<file path="src/rtl/spq_pkg.sv">
// Shared types and constants for the FIFO / stable priority queue.
`timescale 1ns / 1ps

package spq_pkg;

  // Field widths fixed by the interface
  localparam int unsigned KEY_W = 32;
  localparam int unsigned PAY_W = 32;
  localparam int unsigned ERR_W = 2;
  localparam int unsigned OCC_W = 5;
  localparam int unsigned ENT_W = KEY_W + PAY_W;

  // Operation codes
  localparam logic OP_ENQ = 1'b0;
  localparam logic OP_DEQ = 1'b1;

  // Error codes
  localparam logic [ERR_W-1:0] ERR_OK    = 2'd0;
  localparam logic [ERR_W-1:0] ERR_EMPTY = 2'd1;
  localparam logic [ERR_W-1:0] ERR_FULL  = 2'd2;

  // Input beat
  typedef struct packed {
    logic             operation;
    logic [KEY_W-1:0] key;
    logic [PAY_W-1:0] payload;
  } spq_in_t;

  // Result beat
  typedef struct packed {
    logic             out_valid;
    logic [KEY_W-1:0] out_key;
    logic [PAY_W-1:0] out_payload;
    logic [ERR_W-1:0] error_code;
    logic [OCC_W-1:0] occupancy;
    logic             is_empty;
  } spq_out_t;

endpackage

</file>
<file path="src/rtl/spq_ram.sv">
// Entry store: one write port, one registered read port.
`timescale 1ns / 1ps

module spq_ram #(
  parameter int unsigned DEPTH = 16,
  parameter int unsigned WIDTH = 64,
  localparam int unsigned AW = $clog2(DEPTH)
) (
  input  logic             clk_i,
  input  logic             we_i,
  input  logic [AW-1:0]    waddr_i,
  input  logic [WIDTH-1:0] wdata_i,
  input  logic [AW-1:0]    raddr_i,
  output logic [WIDTH-1:0] rdata_o
);

  logic [WIDTH-1:0] mem [DEPTH];
  logic [WIDTH-1:0] rdata_q;

  // write port
  always_ff @(posedge clk_i) begin
    if (we_i) begin
      mem[waddr_i] <= wdata_i;
    end
  end

  // registered read port
  always_ff @(posedge clk_i) begin
    rdata_q <= mem[raddr_i];
  end

  assign rdata_o = rdata_q;

endmodule

</file>
<file path="src/rtl/spq_seq.sv">
// Queue sequencer: circular entry store, shared key comparator, scan/shift control.
`timescale 1ns / 1ps

module spq_seq
  import spq_pkg::*;
#(
  parameter int unsigned DEPTH = 16,
  localparam int unsigned IDX_W = $clog2(DEPTH),
  localparam int unsigned CNT_W = $clog2(DEPTH + 1)
) (
  input  logic     clk_i,
  input  logic     rst_ni,
  input  logic     in_valid_i,
  output logic     in_ready_o,
  input  spq_in_t  in_data_i,
  input  logic     prio_mode_i,
  output logic     res_valid_o,
  input  logic     res_ready_i,
  output spq_out_t res_data_o
);

  localparam logic [2:0] S_IDLE  = 3'd0;
  localparam logic [2:0] S_DEQ   = 3'd1;
  localparam logic [2:0] S_SCAN  = 3'd2;
  localparam logic [2:0] S_SHIFT = 3'd3;
  localparam logic [2:0] S_INS   = 3'd4;
  localparam logic [2:0] S_RESP  = 3'd5;

  logic [2:0]       state_q, state_d;
  logic [IDX_W-1:0] head_q, head_d;
  logic [CNT_W-1:0] cnt_q, cnt_d;
  logic [IDX_W-1:0] idx_q, idx_d;
  logic [IDX_W-1:0] pos_q, pos_d;
  logic [KEY_W-1:0] key_q, key_d;
  logic [PAY_W-1:0] pay_q, pay_d;
  spq_out_t         res_q, res_d;

  logic             ram_we;
  logic [IDX_W-1:0] ram_waddr;
  logic [ENT_W-1:0] ram_wdata;
  logic [IDX_W-1:0] ram_raddr;
  logic [ENT_W-1:0] ram_rdata;
  logic [KEY_W-1:0] rd_key;
  logic [PAY_W-1:0] rd_pay;

  logic             is_full;
  logic             is_emp;
  logic [CNT_W-1:0] cnt_inc;
  logic [CNT_W-1:0] cnt_dec;
  logic [IDX_W-1:0] last_idx;
  logic [IDX_W:0]   idx_next;
  logic             key_less;

  // logical position -> physical slot, both operands below DEPTH
  function automatic logic [IDX_W-1:0] wrap_add(input logic [IDX_W-1:0] a,
                                                input logic [IDX_W-1:0] b);
    logic [IDX_W:0] s;
    s = {1'b0, a} + {1'b0, b};
    if (s >= (IDX_W+1)'(DEPTH)) begin
      s = s - (IDX_W+1)'(DEPTH);
    end
    return s[IDX_W-1:0];
  endfunction

  spq_ram #(
    .DEPTH (DEPTH),
    .WIDTH (ENT_W)
  ) u_ram (
    .clk_i   (clk_i),
    .we_i    (ram_we),
    .waddr_i (ram_waddr),
    .wdata_i (ram_wdata),
    .raddr_i (ram_raddr),
    .rdata_o (ram_rdata)
  );

  assign rd_key = ram_rdata[ENT_W-1 -: KEY_W];
  assign rd_pay = ram_rdata[PAY_W-1:0];

  assign is_full  = (cnt_q == CNT_W'(DEPTH));
  assign is_emp   = (cnt_q == '0);
  assign cnt_inc  = cnt_q + CNT_W'(1);
  assign cnt_dec  = cnt_q - CNT_W'(1);
  assign last_idx = cnt_dec[IDX_W-1:0];
  assign idx_next = {1'b0, idx_q} + (IDX_W+1)'(1);

  // shared compare unit: new key strictly below the stored one
  assign key_less = (key_q < rd_key);

  assign in_ready_o  = (state_q == S_IDLE);
  assign res_valid_o = (state_q == S_RESP);
  assign res_data_o  = res_q;

  // sequencer
  always_comb begin
    state_d   = state_q;
    head_d    = head_q;
    cnt_d     = cnt_q;
    idx_d     = idx_q;
    pos_d     = pos_q;
    key_d     = key_q;
    pay_d     = pay_q;
    res_d     = res_q;
    ram_we    = 1'b0;
    ram_waddr = '0;
    ram_wdata = '0;
    ram_raddr = head_q;

    unique case (state_q)
      S_IDLE: begin
        if (in_valid_i) begin
          key_d = in_data_i.key;
          pay_d = in_data_i.payload;
          res_d = '0;
          res_d.occupancy = OCC_W'(cnt_q);
          res_d.is_empty  = is_emp;
          if (in_data_i.operation == OP_DEQ) begin
            if (is_emp) begin
              res_d.error_code = ERR_EMPTY;
              state_d = S_RESP;
            end else begin
              state_d = S_DEQ;
            end
          end else if (is_full) begin
            res_d.error_code = ERR_FULL;
            state_d = S_RESP;
          end else if (!prio_mode_i || is_emp) begin
            // append at the tail
            ram_we    = 1'b1;
            ram_waddr = wrap_add(head_q, cnt_q[IDX_W-1:0]);
            ram_wdata = {in_data_i.key, in_data_i.payload};
            cnt_d     = cnt_inc;
            res_d.occupancy = OCC_W'(cnt_inc);
            res_d.is_empty  = 1'b0;
            state_d   = S_RESP;
          end else begin
            idx_d   = '0;
            state_d = S_SCAN;
          end
        end
      end

      S_DEQ: begin
        res_d.out_valid   = 1'b1;
        res_d.out_key     = rd_key;
        res_d.out_payload = rd_pay;
        res_d.error_code  = ERR_OK;
        res_d.occupancy   = OCC_W'(cnt_dec);
        res_d.is_empty    = (cnt_dec == '0);
        head_d  = wrap_add(head_q, IDX_W'(1));
        cnt_d   = cnt_dec;
        state_d = S_RESP;
      end

      // read data holds entry idx_q; prefetch the next one
      S_SCAN: begin
        if (key_less) begin
          pos_d     = idx_q;
          idx_d     = last_idx;
          ram_raddr = wrap_add(head_q, last_idx);
          state_d   = S_SHIFT;
        end else if (idx_next == (IDX_W+1)'(cnt_q)) begin
          pos_d   = cnt_q[IDX_W-1:0];
          state_d = S_INS;
        end else begin
          idx_d     = idx_next[IDX_W-1:0];
          ram_raddr = wrap_add(head_q, idx_next[IDX_W-1:0]);
        end
      end

      // move entry idx_q up one slot, walking down to the insert point
      S_SHIFT: begin
        ram_we    = 1'b1;
        ram_waddr = wrap_add(head_q, idx_next[IDX_W-1:0]);
        ram_wdata = ram_rdata;
        if (idx_q == pos_q) begin
          state_d = S_INS;
        end else begin
          idx_d     = idx_q - IDX_W'(1);
          ram_raddr = wrap_add(head_q, idx_q - IDX_W'(1));
        end
      end

      S_INS: begin
        ram_we    = 1'b1;
        ram_waddr = wrap_add(head_q, pos_q);
        ram_wdata = {key_q, pay_q};
        cnt_d     = cnt_inc;
        res_d.occupancy = OCC_W'(cnt_inc);
        res_d.is_empty  = 1'b0;
        state_d   = S_RESP;
      end

      S_RESP: begin
        if (res_ready_i) begin
          state_d = S_IDLE;
        end
      end

      default: begin
        state_d = S_IDLE;
      end
    endcase
  end

  // control state
  always_ff @(posedge clk_i or negedge rst_ni) begin
    if (!rst_ni) begin
      state_q <= S_IDLE;
      head_q  <= '0;
      cnt_q   <= '0;
    end else begin
      state_q <= state_d;
      head_q  <= head_d;
      cnt_q   <= cnt_d;
    end
  end

  // working registers
  always_ff @(posedge clk_i) begin
    idx_q <= idx_d;
    pos_q <= pos_d;
    key_q <= key_d;
    pay_q <= pay_d;
    res_q <= res_d;
  end

`ifndef SYNTHESIS
  a_cnt_bound : assert property (@(posedge clk_i) disable iff (!rst_ni)
    cnt_q <= CNT_W'(DEPTH))
    else $error("entry count above depth");

  a_we_states : assert property (@(posedge clk_i) disable iff (!rst_ni)
    ram_we |-> (state_q == S_IDLE || state_q == S_SHIFT || state_q == S_INS))
    else $error("store written outside an insert step");

  a_shift_range : assert property (@(posedge clk_i) disable iff (!rst_ni)
    (state_q == S_SHIFT) |-> (idx_q >= pos_q && !is_full))
    else $error("shift walked below the insert point");

  a_deq_result : assert property (@(posedge clk_i) disable iff (!rst_ni)
    (state_q == S_DEQ) |=> (state_q == S_RESP && res_q.out_valid))
    else $error("dequeue did not return an entry");
`endif

endmodule

</file>
<file path="src/rtl/fifo_or_stable_priority_queue.sv">
// Top level: mode register, sequencer and output register of the queue.
//
//   channel | direction | handshake          | beat
//   --------+-----------+--------------------+-----------
//   in      | input     | in_valid / ready   | spq_in_t
//   out     | output    | out_valid / ready  | spq_out_t
//   cfg     | input     | cfg_we, no wait    | priority_mode bit
//
// One item at a time. FIFO enqueue and errors go straight to the result state;
// a dequeue first reads the head entry; a priority enqueue scans for the first
// stored key above its own, shifts any later entries up a slot and inserts.
// Reset clears the count, head pointer, mode and output valid flag; entries are
// never read before they are written. The result waits in the output register
// so the next item can be accepted while it is stalled.
`timescale 1ns / 1ps

module fifo_or_stable_priority_queue
  import spq_pkg::*;
#(
  parameter int unsigned DEPTH = 16
) (
  input  logic     clk_i,
  input  logic     rst_ni,
  input  logic     in_valid_i,
  output logic     in_ready_o,
  input  spq_in_t  in_data_i,
  output logic     out_valid_o,
  input  logic     out_ready_i,
  output spq_out_t out_data_o,
  input  logic     cfg_we_i,
  input  logic     cfg_wdata_i
);

  logic     mode_q;
  logic     res_valid;
  logic     res_ready;
  spq_out_t res_data;
  logic     out_valid_q;
  spq_out_t out_q;

  // mode register
  always_ff @(posedge clk_i or negedge rst_ni) begin
    if (!rst_ni) begin
      mode_q <= 1'b0;
    end else if (cfg_we_i) begin
      mode_q <= cfg_wdata_i;
    end
  end

  spq_seq #(
    .DEPTH (DEPTH)
  ) u_seq (
    .clk_i       (clk_i),
    .rst_ni      (rst_ni),
    .in_valid_i  (in_valid_i),
    .in_ready_o  (in_ready_o),
    .in_data_i   (in_data_i),
    .prio_mode_i (mode_q),
    .res_valid_o (res_valid),
    .res_ready_i (res_ready),
    .res_data_o  (res_data)
  );

  // output register
  assign res_ready = !out_valid_q || out_ready_i;

  always_ff @(posedge clk_i or negedge rst_ni) begin
    if (!rst_ni) begin
      out_valid_q <= 1'b0;
    end else if (res_ready) begin
      out_valid_q <= res_valid;
    end
  end

  always_ff @(posedge clk_i) begin
    if (res_valid && res_ready) begin
      out_q <= res_data;
    end
  end

  assign out_valid_o = out_valid_q;
  assign out_data_o  = out_q;

endmodule
</file>
<file path="config.mk">
export PLATFORM = sky130hd
export DESIGN_NAME = fifo_or_stable_priority_queue
export DESIGN_NICKNAME = d
export VERILOG_FILES = /design/src/rtl/spq_pkg.sv /design/src/rtl/spq_ram.sv /design/src/rtl/spq_seq.sv /design/src/rtl/fifo_or_stable_priority_queue.sv
export SDC_FILE = /design/constraint.sdc
export NUM_CORES = 1
export LEC_CHECK = 0
export ABC_AREA = 1
export BUFFER_PORTS_ARGS = -buffer_cell sky130_fd_sc_hd__buf_2
export CORE_ASPECT_RATIO = 1.2
export CORE_MARGIN = 5
export CORE_UTILIZATION = 30
export DETAILED_ROUTE_END_ITERATION = 10
export HOLD_SLACK_MARGIN = 0.05
export PLACE_DENSITY_LB_ADDON = 0.1
export SLEW_MARGIN = 20
export SYNTH_ARGS = -nofsm -noshare
export SYNTH_HDL_FRONTEND = slang
export SYNTH_SLANG_ARGS = --single-unit
</file>
<file path="constraint.sdc">
create_clock -name clk_i -period 13.03 [get_ports clk_i]
set_clock_uncertainty 0.05 [all_clocks]
set_input_delay 1.9545 -clock clk_i [delete_from_list [all_inputs] [get_ports clk_i]]
set_output_delay 1.9545 -clock clk_i [all_outputs]
set_load 0.05 [all_outputs]
</file>
==> impl_results.md <==
- Clock Pin Slew Worst Setup and Hold Paths: 60 ps
- Cell breakdown of the critical path: ha_1, a21oi_1, o21ai_1, nand2_1, nand3_1, nor2_1, nand2_1, nand3_1, nand3_4, nand2_8, buf_4, buf_4, nand2_1, nand3_1, nand3_1, nand3_1, nand2_1
- Via count: between 30000 and 40000
- Setup Viol. Count Final: 0
- Status: complete, no violations
- Max Buffers Root-to-Sink: 3
- Port buffer count: 145
- Leak pwr: 0.02587 µW
- Syn Nets: between 5000 and 6000
- Ys flop type: edfxtp_1
- Worst EP arrival: 7200 ps
- Routing usage on met3: ~3.2%
- Post-synthesis simple-gate area fraction: 20.06%
- Area Overhead vs Synth: 14.81%
- Width of the chip: 404.9 µm
- Clk Latency, worst-skew pair: 800 ps
- Placer congestion estimate: 0.7618
- Max-cap violations: 0
- Max incr delay on CP: 800 ps
- Pre-Repair DR Iteration Count: 7
- Met2 usage: 27.81%
- Dpl ws: ~6300 ps
- Mux cell area share after synthesis: 0%
- Wire length per cell: 22.59 µm
- Hold_buf cts: 0
- Share of layout cells above drive strength 1: 10.19%
- Synthesized area: 56140 µm²
- Worst setup margin: 6447 ps
- Fmax: 151.9 MHz
- Syn Inst Count: between 5000 and 6000
- Total global routing overflow: 0
- Highest-delay cell along the critical path: buf_4
- Yosys reg bits: about 1300
- CP startpoint: u_seq.key_q[25]$_DFFE_PP_
- Antenna viol nets, final: 0
- Compound-cell area share of the yosys netlist: 1.906%
- R2r worst-path depth: 17
- Final Hold Viols: 0
- Post-synthesis adder-cell area fraction: under 10%
- Initial Utilization: between 30 and 40%
- Fin Hold WS: between 300 and 400 ps
- Post-CTS Setup Inserts: 0
- Synth area leader: edfxtp_1
- Post-Synth XOR/XNOR Area: 0.5126%
- CTS H-tree depth: 4
- Final Net Count: 5334
- Worst R2R Setup Slack: ~6400 ps
- Rows: about 170
- Via density: 4.756
- Critical R2R Launch: u_seq.key_q[25]$_DFFE_PP_
- Root buffer cell: clkbuf_16
- Largest delay contributor family on the critical path: simple AND/OR/NAND/NOR gates
- Layout Utilization: 34.50%
- CP bufs+invs: 2
- PostCTS Resize Cnt: 0
- Final wirelength: 176200 µm
- Post-synth top area share: 66.43%
- Post-synth top cells: 1269 x nand2_1, 1242 x edfxtp_1, 1169 x nand3_1
- Capturing point of the worst reg2reg path: u_seq.u_ram.rdata_o[3]$_DFF_P_
- # fillers: 18640
- GRT Total Usage: 17.67%
- Number of DRC markers in iteration 0: 2965
- Die Height: 483.9 µm
- Minimum clock period: 6583 ps
- Die area: 195900 µm²
- CTS tree: built
- Syn. warnings: 0
- VDD IR max: 0.2595 mV
- Busiest grt layer: met2
- Most frequent cell after synthesis: nand2_1
- Dpl hpwl: between 90000 and 100000 µm
- Critical Path Fanout Max: 75
- RSZ-0062 raised after global routing: false
- Main area contributors after synthesis: edfxtp_1 66%, nand3_1 10%, nand2_1 8.5%, inv_1 4.1%, dfxtp_1 2.3%
- Number of CTS-inserted buffers: 146
- Largest net degree at the start of global routing: 165
- Syn_area_per_cell: 11.03 µm²
- Power density over cell area: 277.5 nW/µm²
- Tightest Pin Transition: 1148 ps
- I/O Pins: 146
- Core footprint: 186800 µm²
- Vias in the first global route: roughly 36000
- Worst Hold Path Cells: 0
- HP Start: u_seq.res_data_o[6]$_SDFFCE_PP0P_
- Main combinational cell family by area after synthesis: simple AND/OR/NAND/NOR gates
- Critical path depth: 17
- Post-synthesis sequential area ratio: 69.34%
- Rel. slew slack: 23.47%
- Antenna violations before repair: 20
- Distinct cell type count after synthesis: 50
- Req. time, crit path: 13650 ps
- Number of flops mapped to enable cells by yosys: 1242
- Post-synth ARST share: 1.061%
- CP Launch Type: flip-flop
- Worst Hold Endpoint: out_data_o[6]$_DFFE_PP_
- Worst min path class: reg2reg
- Fin. max-slew vios: 0
- Crit Path Class: reg2reg
- Met1 usage: 25.34%
- Crit. End Element: flip-flop
- First-pass GRT wire length: approximately 260000 µm
- Tcrit/Tclk final: 50.52%
- Total negative slack: 0 ps
- Most Frequent Cell on Critical Path: nand3_1
- Drt drc: 0
- TritonCTS Sinks: about 1300
-- cell families (layout without fill, tap and decap cells) --
family / after synthesis / after routing
AND/OR/NAND/NOR: 2583 / 2583
other: 0 / 6
AO/OA/AOI/OAI: 165 / 165
flip-flops: 1320 / 1320
XOR/XNOR: 32 / 32
adder cells (fa/ha/maj): 56 / 56
buffers and inverters: 934 / 1171
-- state kept, by name (all words and copies together) (netlist names) --
register,flops
u_seq.cnt_q,5
u_seq.u_ram.rdata_o,64
out_data_o,73
u_seq.idx_q,4
u_seq.pos_q,4
u_seq.res_data_o,73
u_seq.head_q,4
out_valid_o,1
mode_q,1
u_seq.key_q,32
u_seq.pay_q,32
u_seq.u_ram.mem,1024
u_seq.state_q,3
-- layer usage --
metal	vias up	part of all wire [%]	wire (µm)
met1	18500	47	83260
li1	17520	-	-
met4	6	2.1	3734
met2	847	45	79890
met5	-	0.022	38
met3	202	5.2	9244
-- power breakdown --
part	switching [µW]	leakage [µW]	total (µW)	internal (µW)
clock network	1730	0.00230	4100	2370
logic	5530	0.0113	7300	1770
registers	312	0.0123	6480	6170
total	7580	0.0259	17900	10300
-- through the flow --
| stage | power, µW | cells | cell area (µm²) |
|---|---|---|---|
| after floorplan | 11180 | 5090 | 56140 |
| final | 17880 | 7797 | 64450 |
| after global routing | 19070 | 7792 | 64440 |
| after CTS | 18170 | 7785 | 64390 |
| after detailed placement | 14000 | 7517 | 59670 |
| after global placement | 14010 | 7501 | 59530 |
-- layout by cell type (no fill, tap or decap), drive strengths merged, types with 44 or more instances in the layout --
cell type  netlist  routed
o21ai           44      44
ha              51      51
nand3         1170    1170
clkbuf         102     219
o211ai          47      47
inv            631     638
nor2           122     122
buf            200     266
dfxtp           64      64
edfxtp        1242    1242
nand2         1273    1273
-- layout make-up --
cell class	instances	area, µm²	area share [%]
well taps	2464	3083	4.783
clock buffers	214	4174	6.476
diodes	6	15.01	0.02330
multi-input cells	2836	13580	21.07
flip-flops and latches	1320	38930	60.40
repair buffers	271	1738	2.696
inverters	632	2392	3.712
clock inverters	54	540.5	0.8386
-- how the worst max path moves through the flow --
stage                                  endpoint
2_1_floorplan   u_seq.u_ram.mem[0][0]$_DFFE_PP_
3_3_place_gp   u_seq.u_ram.mem[13][1]$_DFFE_PP_
3_5_place_dp   u_seq.u_ram.mem[13][1]$_DFFE_PP_
4_1_cts          u_seq.u_ram.rdata_o[3]$_DFF_P_
5_1_grt         u_seq.u_ram.rdata_o[26]$_DFF_P_
6_report         u_seq.u_ram.rdata_o[3]$_DFF_P_
Power figures use the tool's default switching activity.
